### src/rtl/core/ptrt_pkg.sv
// Shared types and constants for the periodic task release timer.
package ptrt_pkg;

	localparam int MAX_EVENTS = 16;
	localparam int EVT_CNT_W = $clog2(MAX_EVENTS + 1);

	localparam logic EVT_RELEASE = 1'b0;
	localparam logic EVT_MISS = 1'b1;

	typedef enum logic [1:0] {
		FUNC_TICK   = 2'd0,
		FUNC_LOAD   = 2'd1,
		FUNC_START  = 2'd2,
		FUNC_FINISH = 2'd3
	} func_t;

	typedef enum logic [1:0] {
		ST_IDLE,
		ST_WALK,
		ST_FLUSH
	} state_t;

	typedef struct packed {
		func_t       func;
		logic [3:0]  slot;
		logic        is_periodic;
		logic [15:0] period_value;
		logic [15:0] deadline_value;
		logic [15:0] initial_count;
	} in_item_t;

	typedef struct packed {
		logic       event_kind;
		logic [3:0] event_slot;
		logic       last;
	} out_item_t;

	typedef struct packed {
		logic hit;
		logic kind;
		logic wr_en;
	} slot_verdict_t;

endpackage

### src/rtl/core/ptrt_slot_eval.sv
// Per-slot tick decision: deadline miss, release or count advance.
module ptrt_slot_eval import ptrt_pkg::*; #(
	parameter int COUNT_BITS = 16
) (
	input  logic                  periodic,
	input  logic                  running,
	input  logic [COUNT_BITS-1:0] count,
	input  logic [COUNT_BITS-1:0] period,
	input  logic [COUNT_BITS-1:0] deadline,
	output slot_verdict_t         verdict,
	output logic [COUNT_BITS-1:0] next_count
);

	always_comb begin
		verdict = '0;
		next_count = count + COUNT_BITS'(1);
		if (periodic) begin
			if (running && (count == deadline)) begin
				verdict.hit = 1'b1;
				verdict.kind = EVT_MISS;
				next_count = count;
			end else if (count == period) begin
				verdict.hit = 1'b1;
				verdict.kind = EVT_RELEASE;
				verdict.wr_en = 1'b1;
				next_count = COUNT_BITS'(1);
			end else begin
				verdict.wr_en = 1'b1;
			end
		end
	end

endmodule

### src/rtl/core/periodic_task_release_timer.sv
// Top level of the periodic task release timer: slot memory, tick walker and output register.
//
// Channel  Direction  Handshake              Payload
// in       input      in_valid / in_ready    in_data (in_item_t)
// out      output     out_valid / out_ready  out_data (out_item_t)
// cfg      input      cfg_valid / cfg_ready  cfg_data (enable bit)
//
// A load, start or finish item takes effect in the cycle that accepts it; in_ready is high
// whenever no tick is in work. A tick accepted while enabled holds in_ready low through the
// walk and the flush, stalls on the output included: the walk reads one slot entry a cycle,
// when no event is stalled, from the single-port-read slot memory and writes the new count back.
// Each event is held in a pending register so the final one can carry last; the walk pauses
// when a new event finds one pending and the output register full. The memory needs no
// clearing after reset; the periodic and running flags are flip-flops cleared by arst_n.
module periodic_task_release_timer import ptrt_pkg::*; #(
	parameter int NUM_SLOTS = 16,
	parameter int COUNT_BITS = 16
) (
	input  logic      clk,
	input  logic      arst_n,
	input  logic      in_valid,
	output logic      in_ready,
	input  in_item_t  in_data,
	output logic      out_valid,
	input  logic      out_ready,
	output out_item_t out_data,
	input  logic      cfg_valid,
	output logic      cfg_ready,
	input  logic      cfg_data
);

	localparam int IDX_W = (NUM_SLOTS > 1) ? $clog2(NUM_SLOTS) : 1;
	localparam int CNT_W = $clog2(NUM_SLOTS + 1);
	localparam int ENT_W = 3 * COUNT_BITS;

	state_t state_q, state_d;

	logic                  enable_q;
	logic [NUM_SLOTS-1:0]  periodic_q;
	logic [NUM_SLOTS-1:0]  running_q;
	logic [ENT_W-1:0]      mem [NUM_SLOTS];
	logic [ENT_W-1:0]      rd_data_s1;
	logic                  v_s1;
	logic [IDX_W-1:0]      idx_s1;
	logic [CNT_W-1:0]      rd_idx_q;
	logic [EVT_CNT_W-1:0]  n_q;
	logic                  pend_v_q;
	logic                  pend_kind_q;
	logic [3:0]            pend_slot_q;
	logic                  out_valid_q;
	out_item_t             out_q;

	logic                  mem_re, mem_we;
	logic [IDX_W-1:0]      mem_ra, mem_wa;
	logic [ENT_W-1:0]      mem_wd;
	logic                  advance, push, take, out_free, walk_end, start_tick;
	out_item_t             push_item;
	slot_verdict_t         verdict;
	logic [COUNT_BITS-1:0] next_count;
	logic [COUNT_BITS-1:0] rd_period, rd_deadline, rd_count;
	logic [IDX_W-1:0]      slot_idx;
	logic                  slot_ok, in_acc;

	assign in_ready = (state_q == ST_IDLE);
	assign cfg_ready = 1'b1;
	assign out_valid = out_valid_q;
	assign out_data = out_q;

	assign in_acc = in_valid && in_ready;
	assign slot_idx = IDX_W'(in_data.slot);
	assign slot_ok = (9'(in_data.slot) < 9'(NUM_SLOTS));
	assign start_tick = in_acc && (in_data.func == FUNC_TICK) && enable_q;

	assign rd_period = rd_data_s1[ENT_W-1 -: COUNT_BITS];
	assign rd_deadline = rd_data_s1[2*COUNT_BITS-1 -: COUNT_BITS];
	assign rd_count = rd_data_s1[COUNT_BITS-1:0];

	ptrt_slot_eval #(
		.COUNT_BITS(COUNT_BITS)
	) u_eval (
		.periodic  (v_s1 && periodic_q[idx_s1]),
		.running   (running_q[idx_s1]),
		.count     (rd_count),
		.period    (rd_period),
		.deadline  (rd_deadline),
		.verdict   (verdict),
		.next_count(next_count)
	);

	assign out_free = !out_valid_q || out_ready;
	assign take = v_s1 && verdict.hit && (n_q < EVT_CNT_W'(MAX_EVENTS));
	assign walk_end = (rd_idx_q == CNT_W'(NUM_SLOTS));

	always_comb begin
		state_d = state_q;
		advance = 1'b0;
		push = 1'b0;
		push_item.event_kind = pend_kind_q;
		push_item.event_slot = pend_slot_q;
		push_item.last = 1'b0;
		unique case (state_q)
			ST_IDLE: begin
				if (start_tick) begin
					state_d = ST_WALK;
				end
			end
			ST_WALK: begin
				advance = !(take && pend_v_q && !out_free);
				push = take && pend_v_q && out_free;
				if (advance && walk_end) begin
					state_d = ST_FLUSH;
				end
			end
			ST_FLUSH: begin
				push_item.last = 1'b1;
				if (!pend_v_q) begin
					state_d = ST_IDLE;
				end else if (out_free) begin
					push = 1'b1;
					state_d = ST_IDLE;
				end
			end
			default: begin
				state_d = ST_IDLE;
			end
		endcase
	end

	always_comb begin
		mem_re = (state_q == ST_WALK) && advance && !walk_end;
		mem_ra = IDX_W'(rd_idx_q);
		if (state_q == ST_WALK) begin
			mem_we = advance && v_s1 && verdict.wr_en;
			mem_wa = idx_s1;
			mem_wd = {rd_period, rd_deadline, next_count};
		end else begin
			mem_we = in_acc && (in_data.func == FUNC_LOAD) && slot_ok;
			mem_wa = slot_idx;
			mem_wd = {COUNT_BITS'(in_data.period_value), COUNT_BITS'(in_data.deadline_value),
				COUNT_BITS'(in_data.initial_count)};
		end
	end

	always_ff @(posedge clk) begin
		if (mem_we) begin
			mem[mem_wa] <= mem_wd;
		end
		if (mem_re) begin
			rd_data_s1 <= mem[mem_ra];
		end
	end

	always_ff @(posedge clk or negedge arst_n) begin
		if (!arst_n) begin
			state_q <= ST_IDLE;
		end else begin
			state_q <= state_d;
		end
	end

	always_ff @(posedge clk or negedge arst_n) begin
		if (!arst_n) begin
			enable_q <= 1'b0;
			periodic_q <= '0;
			running_q <= '0;
			v_s1 <= 1'b0;
			rd_idx_q <= '0;
			n_q <= '0;
			pend_v_q <= 1'b0;
			out_valid_q <= 1'b0;
		end else begin
			if (cfg_valid && cfg_ready) begin
				enable_q <= cfg_data;
			end
			if (in_acc && slot_ok) begin
				case (in_data.func)
					FUNC_LOAD: periodic_q[slot_idx] <= in_data.is_periodic;
					FUNC_START: running_q[slot_idx] <= 1'b1;
					FUNC_FINISH: running_q[slot_idx] <= 1'b0;
					default: ;
				endcase
			end
			if (start_tick) begin
				v_s1 <= 1'b0;
				rd_idx_q <= '0;
				n_q <= '0;
				pend_v_q <= 1'b0;
			end else if ((state_q == ST_WALK) && advance) begin
				v_s1 <= mem_re;
				if (mem_re) begin
					rd_idx_q <= rd_idx_q + CNT_W'(1);
				end
				if (take) begin
					n_q <= n_q + EVT_CNT_W'(1);
					pend_v_q <= 1'b1;
				end
			end else if ((state_q == ST_FLUSH) && (state_d == ST_IDLE)) begin
				pend_v_q <= 1'b0;
			end
			if (push) begin
				out_valid_q <= 1'b1;
			end else if (out_ready) begin
				out_valid_q <= 1'b0;
			end
		end
	end

	always_ff @(posedge clk) begin
		if (mem_re) begin
			idx_s1 <= mem_ra;
		end
		if ((state_q == ST_WALK) && advance && take) begin
			pend_kind_q <= verdict.kind;
			pend_slot_q <= 4'(idx_s1);
		end
		if (push) begin
			out_q <= push_item;
		end
	end

	assert property (@(posedge clk) disable iff (!arst_n)
		(state_q == ST_IDLE) |-> !v_s1)
		else $error("Slot stage holds an entry while no tick is in work.");

	assert property (@(posedge clk) disable iff (!arst_n)
		n_q <= EVT_CNT_W'(MAX_EVENTS))
		else $error("Event count exceeds the per-tick limit.");

	assert property (@(posedge clk) disable iff (!arst_n)
		(mem_we && mem_re) |-> (mem_wa != mem_ra))
		else $error("Slot memory read and write hit the same entry.");

	assert property (@(posedge clk) disable iff (!arst_n)
		(state_q == ST_FLUSH) |-> (walk_end && !v_s1))
		else $error("Flush entered before the walk finished.");

endmodule
### config.mk
export PLATFORM = sky130hd
export DESIGN_NAME = periodic_task_release_timer
export DESIGN_NICKNAME = d
export VERILOG_FILES = /design/src/rtl/core/ptrt_pkg.sv /design/src/rtl/core/ptrt_slot_eval.sv /design/src/rtl/core/periodic_task_release_timer.sv
export SDC_FILE = /design/constraint.sdc
export NUM_CORES = 1
export LEC_CHECK = 0
export BUFFER_PORTS_ARGS = -buffer_cell sky130_fd_sc_hd__buf_4
export CAP_MARGIN = 10
export CORE_ASPECT_RATIO = 1.4
export CORE_UTILIZATION = 45
export CTS_CLUSTER_SIZE = 40
export DETAILED_ROUTE_END_ITERATION = 6
export PLACE_DENSITY_LB_ADDON = 0.3
export SYNTH_ARGS = -nofsm -noshare
export SYNTH_HDL_FRONTEND = slang
export SYNTH_SLANG_ARGS = --single-unit
export TNS_END_PERCENT = 30
### constraint.sdc
create_clock -name clk -period 6.1 [get_ports clk]
set_input_delay 1.525 -clock clk [delete_from_list [all_inputs] [get_ports clk]]
set_output_delay 1.525 -clock clk [all_outputs]
set_load 0.03 [all_outputs]
# Word level (Yosys, flattened, before mapping)
# Memories as Yosys holds them, arrays and structs flattened. A register that Yosys moved wholly into a read port is not among the register bits.
# Cells that the tools add are included.
# word_totals
register_bits	63
output_inout_bits	9
ramBits	768
memories	1
elab_cells	117
# classes
reduce_logical	38
n_lt_le_gt_ge	4
eq_ne	9
n_bitwise	3
n_addsub	3
muxes	44
# memory_table
name	words	width	rd	rd_ports_with_merged_regs	wr	line	source
mem	16	48	1	1	1	periodic_task_release_timer.sv:41	logic [ENT_W-1:0] mem [NUM_SLOTS];
# ops
cell	n
$mux 16	3
$mux 48	1
$eq 16x16->1	2
$pmux 16 s2	1
$mux 5	6
$logic_and 1x1->1	19
$mux 1	19
$add 16x1->16 const B	1
$and 16x16->16	1
$bwmux 16	1
$not 16->16	1
$or 16x16->16	1
$mux 2	6
$add 5x1->5 const B	2
$lt 4x5->1 const B	2
$reduce_and 2->1	5
$reduce_bool 2->1	5
$bmux 1 s4	2
$eq 2x2->1 const B	3
$logic_not 2->1	3
$pmux 2 s3	1
$eq 5x5->1 const B	1
$lt 5x5->1 const B	1
$demux 1 s4	1
9 further kinds	13

# Longest topological paths before layout
# Gate-level depths: netlist (run 1).
# depth
depth_word	18
ltp_mapped	12
depth_no_buf	9

# Hierarchy
# From an unflattened synthesis (run 1), not the netlist that was laid out.
# hier_totals
cells_unflattened	1601
area_unflattened_um2	35018.6
# by_module_without_submodules
mod	n_inst	seq_area_each_um2	area_per_inst_um2	cells_per_inst
periodic_task_release_timer	1	26155.1	34037.6	1459
ptrt_slot_eval	1	0.0	980.9	142

# Least setup slack after synthesis (run 1)
# No wires, ideal clock.
# synth_timing
path_type	in2reg
start	input port in_data[53] (netlist name)
end	memory mem[0][0] (netlist name), enable pin
path_stages	6
arrival_time_ps	4500
path_slack_ps	1146
path_buffers	1
t_required_ps	5646
cell_sequence	clkbuf_1 -> nand2_1 -> or3_1 -> o41ai_1 -> nand2_1 -> nor2_1
# synth_between
elab_chain_cells	5
# synth_lines
element	line	source
start: declaration	periodic_task_release_timer.sv:23	input in_item_t in_data,
$eq 2x1->1	periodic_task_release_timer.sv:137	mem_we = in_acc && (in_data.func == FUNC_LOAD) && slot_ok;
$logic_and 1x1->1	periodic_task_release_timer.sv:137	
$mux 1	periodic_task_release_timer.sv:132	if (state_q == ST_WALK) begin
$mux 1	periodic_task_release_timer.sv:145	if (mem_we) begin
$mux 1 (not written as such)	periodic_task_release_timer.sv:146	mem[mem_wa] <= mem_wd;
end: declaration	periodic_task_release_timer.sv:41	
# No other way between the ends.

# Worst setup path after layout (run 1)
# layout_timing
start	register idx_s1[0]
end	memory mem[12][1] (netlist name), enable pin
# layout_between
elab_chain_cells	16
word_cells_on_any_way	21
classes_between	mux (12); reduce/logical (9)
# layout_lines
element	line	source
start: declaration	periodic_task_release_timer.sv:44	logic [IDX_W-1:0] idx_s1;
start signal: assignment	periodic_task_release_timer.sv:210	idx_s1 <= mem_ra;
$bmux 1 s4	periodic_task_release_timer.sv:82	.running (running_q[idx_s1]),
$mux 1 (not written as such)	periodic_task_release_timer.sv:82	
$logic_and 1x1->1	ptrt_slot_eval.sv:18	if (running && (count == deadline)) begin
$mux 2	ptrt_slot_eval.sv:18	
$mux 3	ptrt_slot_eval.sv:17	if (periodic) begin
$logic_and 1x1->1 (2 in series)	periodic_task_release_timer.sv:91	assign take = v_s1 && verdict.hit && (n_q < EVT_CNT_W'(MAX_EVENTS));
$logic_and 1x1->1 (2 in series)	periodic_task_release_timer.sv:108	advance = !(take && pend_v_q && !out_free);
$logic_not 1->1	periodic_task_release_timer.sv:108	
$mux 1	periodic_task_release_timer.sv:101	unique case (state_q)
$logic_and 1x1->1 (2 in series)	periodic_task_release_timer.sv:133	mem_we = advance && v_s1 && verdict.wr_en;
$mux 1	periodic_task_release_timer.sv:132	
$mux 1	periodic_task_release_timer.sv:145	
$mux 1 (not written as such)	periodic_task_release_timer.sv:146	
# Parallel ways exist; a longest one is shown, timed or not. The select of a mux whose other input is x is not followed.

==> impl_metrics.json, run 1 <==
{
  "initial_util_pct": 45.4,
  "avgSynthCellArea_um2": 21.6,
  "drt_pre_antenna_iters": 5,
  "ys_ff_latch": 879,
  "timing.critical_path.arrival_ns": 4.71,
  "tritoncts_buffers": 82,
  "max_cap_violations": 0,
  "post_synth_top_flop": "sky130_fd_sc_hd__edfxtp_1",
  "flow.area_growth_from_synthesis_pct": 12.6,
  "gr-usage-all-layers_pct": 20.6,
  "postCtsHoldBufs": 0,
  "crit_type": "reg2reg",
  "finalCritPeriodShare_pct": 72.1,
  "synth_area_um2": 34700,
  "synth_cells": 1603,
  "run_status": "finished, final reports clean",
  "timing.setup.tns_ns": 0,
  "ys_warn_count": 0,
  "synth-adder-area-share_pct": 0.288,
  "report.power.total_mw": 17.4,
  "die_area_um2": 78300,
  "yosys.area_share.simple_pct": 2.48,
  "post_drt_wl_per_cell_um": 28.8,
  "n_antenna_cell": 0,
  "peakVddDrop_uv": 297,
  "synth.distinct_cells": 64,
  "layout_min_cycle_time_ns": 4.40,
  "coreArea_um2": 76400,
  "cellLeakagePower_nw": 12.3,
  "post_synth_net_total": 1672,
  "synth_xor_xnor_area_share_pct": 0.934,
  "yosysMostFrequentCell": "sky130_fd_sc_hd__edfxtp_1",
  "wirelength_routed_um": 78900,
  "worstReg2RegEnd": "mem[12][1]$_DFFE_PP_",
  "crit_chain": "mux4_2 > a22oi_2 > o31a_4 > nor2_1 > o41ai_1 > nand2_1 > nor2_4 > buf_4",
  "detailed_placement_wirelength_estimate_um": 47200,
  "clock_slew_seen_by_the_registers_of_the_worst_setup_and_hold_paths_ns": 0.06,
  "worstPathMaxFanout": 28,
  "drt_drc_violations_left": 0,
  "asyncSetResetFlopFracSynth_pct": 5.46,
  "worst_r2r_startpoint": "idx_s1[0]$_DFFE_PP_",
  "startpoint_type": "flop",
  "post-cts-setup-buffers": 0,
  "cts.htree.levels": 3,
  "synthTopCellsByCount": "831 x sky130_fd_sc_hd__edfxtp_1, 243 x sky130_fd_sc_hd__mux4_2, 76 x sky130_fd_sc_hd__nor2_1",
  "critPathRequiredTime_ns": 6.40,
  "post_synth_mux_area_share_pct": 17.8,
  "synth-edff-count": 831,
  "buffers_added_on_ports": 68,
  "synth.area.top_cells": "sky130_fd_sc_hd__edfxtp_1 72%, sky130_fd_sc_hd__mux4_2 16%, sky130_fd_sc_hd__dfrtp_1 3.5%",
  "r2r_slack_ns": 1.70,
  "synth_top_cell_by_area": "sky130_fd_sc_hd__edfxtp_1",
  "grt_overflow_total": 0,
  "critical-path-slowest-cell": "sky130_fd_sc_hd__nor2_4",
  "num_vias": 16500,
  "detailedRoute.firstIterationViolations": 1404,
  "power-per-cell-area_nw_per_um2": 445,
  "first_pass_grt_wire_length_um": 116000,
  "hold-path-cell-count": 0,
  "hold_viol": 0,
  "combinational_family_with_the_most_area_after_synthesis": "multiplexers",
  "synth_largest_type_area_fraction_pct": 71.9,
  "placedInstanceArea_um2": 36600,
  "maximum_number_of_pins_on_one_net_before_global_route_repair": 130,
  "report.final.slew_viol_count": 0,
  "timing.critical_path.buf_inv": 1,
  "layout-drive-gt1-share_pct": 31.1,
  "grt_pass1_vias": 16900,
  "vias_cell": 6.01,
  "cts_tree": "built",
  "worstHoldEndpoint": "out_data[3]$_DFFE_PP_",
  "tightest_slew_ns": 1.19,
  "ff2ff_path_depth": 8,
  "placement_rows": 120,
  "ctsLongestPathBuffers": 3,
  "timing.hold.worst.start": "pend_slot_q[2]$_DFFE_PP_",
  "clkLatencyLatePin_ns": 0.64,
  "cpLargestDelayFamily": "simple AND/OR/NAND/NOR gates",
  "holdWs_ns": 0.425,
  "clock.fmax_mhz": 227,
  "crit_path_end_kind": "flop",
  "timing.clock.skew_ns": 0.0367,
  "grt_antenna_before_repair": 2,
  "post-route-cell-area_um2": 39100,
  "chipWidth_um": 237,
  "hp-class": "reg2reg",
  "clock_sinks": 879,
  "synth_seq_area_share_pct": 75.4,
  "routabilityCongestion": 0.806,
  "nets": 1775,
  "die-height_um": 331,
  "synth-compound-area-share_pct": 1.95,
  "relSlewSlack_pct": 20.5,
  "cts_root_buf": "sky130_fd_sc_hd__clkbuf_16",
  "cts_resized": 0,
  "floorplan.io_pins": 70,
  "setup_violations": 0,
  "drtAntennaViolNets": 0,
  "rsz0062_at_grt": "false",
  "cp_slowest_stage_delay_ns": 0.97
}
==> worst reg2reg max path: stages, from the launching register on <==
cell                       delay (ns)
sky130_fd_sc_hd__edfxtp_1        0.72
sky130_fd_sc_hd__mux4_2          0.60
sky130_fd_sc_hd__a22oi_2         0.19
sky130_fd_sc_hd__o31a_4          0.19
sky130_fd_sc_hd__nor2_1          0.08
sky130_fd_sc_hd__o41ai_1         0.57
sky130_fd_sc_hd__nand2_1         0.37
sky130_fd_sc_hd__nor2_4          0.97
sky130_fd_sc_hd__buf_4           0.39
==> worst max-delay path by stage <==
stage,from,end,slack (ns),cells after the start
global placement,in_valid,mem[12][20]$_DFFE_PP_,1.59,9
finish,idx_s1[0]$_DFFE_PP_,mem[12][1]$_DFFE_PP_,1.70,8
CTS,idx_s1[0]$_DFFE_PP_,mem[12][0]$_DFFE_PP_,1.66,8
global route,idx_s1[0]$_DFFE_PP_,mem[12][1]$_DFFE_PP_,1.38,8
floorplan,in_data[53],mem[0][0]$_DFFE_PP_,1.15,6
detailed placement,in_valid,mem[12][19]$_DFFE_PP_,1.53,9
==> report_power, final <==
group          internal [mW]  leakage, nW  total, mW  switching (mW)
Combinational           1.98         2.96       4.30            2.32
Sequential              7.68         8.11       8.27           0.594
Clock                   2.68         1.19       4.81            2.13
Total                   12.3         12.3       17.4            5.05
==> through the flow <==
| stage | util (%) | worst slack, ns | cells |
|---|---|---|---|
| global route | 51.1 | 1.38 | 2740 |
| floorplan | - | 1.15 | 1603 |
| finish | 51.1 | 1.70 | 2740 |
| global placement | 47.9 | 1.59 | 2598 |
| CTS | 51.1 | 1.66 | 2740 |
| detailed placement | 47.9 | 1.53 | 2598 |
==> flip-flops by register name (all words and copies together), names as in the netlist, named ones only <==
| name | cells |
|---|---|
| mem | 768 |
| rd_data_s1 | 48 |
| periodic_q | 16 |
| out_data | 6 |
| n_q | 5 |
| rd_idx_q | 5 |
| idx_s1 | 4 |
| pend_slot_q | 4 |
| state_q | 2 |
| enable_q | 1 |
| out_valid | 1 |
| pend_kind_q | 1 |
| pend_v_q | 1 |
| v_s1 | 1 |
==> per-layer routing <==
layer / up-vias / global-route usage [%] / wire [um]
met5: - / 0 / 0
met4: 0 / 6.15 / 1950
met3: 113 / 2.53 / 3880
met2: 554 / 35.7 / 41400
met1: 8924 / 27.6 / 31700
li1: 6889 / - / -
==> cell usage in the layout (no fill, tap or decap), types with 7 or more instances in the layout <==
master	count
sky130_fd_sc_hd__edfxtp_1	831
sky130_fd_sc_hd__mux4_2	243
sky130_fd_sc_hd__buf_4	101
sky130_fd_sc_hd__clkbuf_16	82
sky130_fd_sc_hd__nor2_1	59
sky130_fd_sc_hd__mux2_2	55
sky130_fd_sc_hd__dfrtp_1	44
sky130_fd_sc_hd__xor2_1	32
sky130_fd_sc_hd__nand2_1	30
sky130_fd_sc_hd__a21oi_1	29
sky130_fd_sc_hd__clkbuf_1	20
sky130_fd_sc_hd__nor2_4	17
sky130_fd_sc_hd__clkinv_1	16
sky130_fd_sc_hd__o21ai_0	13
sky130_fd_sc_hd__nand3_1	13
sky130_fd_sc_hd__inv_1	12
sky130_fd_sc_hd__nor4_1	11
sky130_fd_sc_hd__o31ai_1	9
sky130_fd_sc_hd__o2bb2ai_1	9
sky130_fd_sc_hd__ha_1	7
sky130_fd_sc_hd__clkinv_2	7
==> cell type report <==
| type | instances | area (um2) |
|---|---|---|
| fillers | 5875 | 37400 |
| flip-flops and latches | 879 | 26200 |
| multi-input cells | 624 | 8280 |
| clock buffers | 105 | 2170 |
| well taps | 976 | 1220 |
| repair buffers | 107 | 878 |
| clock inverters | 37 | 304 |
| inverters | 12 | 45.0 |
==> cells by family (layout without fill, tap and decap cells) <==
family / after synthesis / count (layout)
adder cells (fa/ha/maj): 8 / 8
buffers and inverters: 100 / 261
other: 1 / 1
AND/OR/NAND/NOR: 179 / 179
multiplexers: 303 / 303
AO/OA/AOI/OAI: 96 / 96
XOR/XNOR: 37 / 37
flip-flops: 879 / 879
No activity file was read; power rests on OpenSTA's default activity.
==> run 2: changes to the inputs <==
Clock period 6.1 ns to 4.3 ns, I/O delays scaled along.
==> run 2 against run 1 <==
Net effect: maximum frequency increased by 11%; clock power up 60%; sequential share of layout area shrank 1.2 points; sequential power increased by 41%; cell count grew 0.88%; first-iteration DRC count grew 21%; total power rose by 47%; critical path type unchanged; largest cell class unchanged.
==> impl_metrics.json, run 2 (same netlist as run 1, synthesis figures left out) <==
{
  "run_status": "finished, final reports clean",
  "first_pass_grt_wire_length_um": 118000,
  "coreArea_um2": 76400,
  "routabilityCongestion": 0.885,
  "worstPathMaxFanout": 16,
  "post_drt_wl_per_cell_um": 29.0,
  "reg_top3": "mem: 768 flops, rd_data_s1: 48 flops, periodic_q: 16 flops",
  "startpoint_type": "flop",
  "flow.area_growth_from_synthesis_pct": 14.7,
  "clock_slew_seen_by_the_registers_of_the_worst_setup_and_hold_paths_ns": 0.07,
  "cpLargestDelayFamily": "compound AO/OA/AOI/OAI gates",
  "fillers": 5797,
  "die_area_um2": 78300,
  "cts.htree.levels": 3,
  "placement_rows": 120,
  "wirelength_routed_um": 80200,
  "initial_util_pct": 45.4,
  "mostFrequentLayoutCells": "831 x sky130_fd_sc_hd__edfxtp_1, 243 x sky130_fd_sc_hd__mux4_2, 99 x sky130_fd_sc_hd__buf_4",
  "drt_pre_antenna_iters": 5,
  "grt_overflow_total": 0,
  "largest_register_ffs": 768,
  "ctsLongestPathBuffers": 3,
  "largest-register": "mem",
  "critical-path-slowest-cell": "sky130_fd_sc_hd__o2bb2ai_1",
  "max_cap_violations": 0,
  "cellLeakagePower_nw": 12.6,
  "timing.critical_path.arrival_ns": 4.24,
  "die-height_um": 331,
  "cts_root_buf": "sky130_fd_sc_hd__clkbuf_16",
  "clkLatencyLatePin_ns": 0.64,
  "peakVddDrop_uv": 338,
  "holdWs_ns": 0.440,
  "clock_sinks": 879,
  "tightest_slew_ns": 1.10,
  "timing.critical_path.buf_inv": 1,
  "post-cts-setup-buffers": 0,
  "drtAntennaViolNets": 0,
  "cp_slowest_stage_delay_ns": 0.85,
  "grt_antenna_before_repair": 3,
  "detailed_placement_wirelength_estimate_um": 45900,
  "rsz0062_at_grt": "false",
  "report.final.slew_viol_count": 0,
  "power-per-cell-area_nw_per_um2": 643,
  "nets": 1790,
  "finalCritPeriodShare_pct": 91.9,
  "grt_pass1_vias": 17300,
  "clock.fmax_mhz": 253,
  "critPathRequiredTime_ns": 4.58,
  "timing.clock.skew_ns": 0.0273,
  "crit_path_end_kind": "flop",
  "crit_chain": "mux4_2 > nor2_1 > o31a_4 > nor2_1 > nand2_1 > inv_1 > nor3_1 > xnor2_1 > o2bb2ai_1",
  "num_vias": 16900,
  "setup_violations": 0,
  "vias_cell": 6.10,
  "timing.setup.tns_ns": 0,
  "dp.cells": 2614,
  "maximum_number_of_pins_on_one_net_before_global_route_repair": 49,
  "most_common_library_cell_in_the_layout_ignoring_fill_and_taps": "sky130_fd_sc_hd__edfxtp_1",
  "relSlewSlack_pct": 26.6,
  "postCtsHoldBufs": 0,
  "cts_resized": 0,
  "tritoncts_buffers": 81,
  "chipWidth_um": 237,
  "floorplan.io_pins": 70,
  "buffers_added_on_ports": 68,
  "stdcell_count": 2764,
  "drt_drc_violations_left": 0,
  "crit_type": "reg2reg",
  "hp-class": "reg2reg",
  "gr-usage-all-layers_pct": 20.9,
  "layout_min_cycle_time_ns": 3.95,
  "crit_top_cell": "sky130_fd_sc_hd__nor2_1",
  "fin_util_pct": 52.1,
  "detailedRoute.firstIterationViolations": 1698,
  "report.power.total_mw": 25.6,
  "hold_viol": 0,
  "layout-drive-gt1-share_pct": 32.7,
  "cts_tree": "built"
}
## run 2: worst paths after layout
kind	from	endpoint	slack, ns	cells after the start
worst max-delay path	idx_s1[1]$_DFFE_PP_	mem[15][10]$_DFFE_PP_	0.35	9
worst min-delay path	pend_slot_q[1]$_DFFE_PP_	out_data[2]$_DFFE_PP_	0.44	0
worst max register to register	idx_s1[1]$_DFFE_PP_	mem[15][10]$_DFFE_PP_	0.35	9
worst min register to register	pend_slot_q[1]$_DFFE_PP_	out_data[2]$_DFFE_PP_	0.44	0
max in group asynchronous	arst_n	rd_idx_q[0]$_DFFE_PN0P_	3.36	1
min in group asynchronous	arst_n	async pin	0.45	1
## run 2: final cells by class
cell class	instances	area, um2	share of cell area [%]
flip-flops and latches	879	26200	65.7
multi-input cells	624	8270	20.8
clock buffers	91	2110	5.29
repair buffers	123	1220	3.07
well taps	976	1220	3.07
clock inverters	58	758	1.91
inverters	12	45.0	0.113
diodes	1	2.50	0.00629
## run 2: where the power goes
| group | total (mW) | internal (mW) | switching, mW |
|---|---|---|---|
| sequential | 11.7 | 10.9 | 0.875 |
| clock | 7.71 | 4.53 | 3.18 |
| combinational | 6.15 | 2.93 | 3.22 |
| total | 25.6 | 18.3 | 7.27 |
## run 2: through the flow
stage | instance area, um2 | worst slack [ns]
floorplan | 34700 | -0.222
global placement | 36900 | 0.528
detailed placement | 36900 | 0.429
CTS | 39800 | 0.383
global route | 39800 | 0.0400
finish | 39800 | 0.348
## run 2: metal layers
metal	vias to the layer above	global-route usage [%]	wire length (um)
met5	-	0	0
met1	9194	27.1	31000
met2	626	36.6	42400
li1	6940	-	-
met4	0	6.51	2080
met3	112	2.94	4770
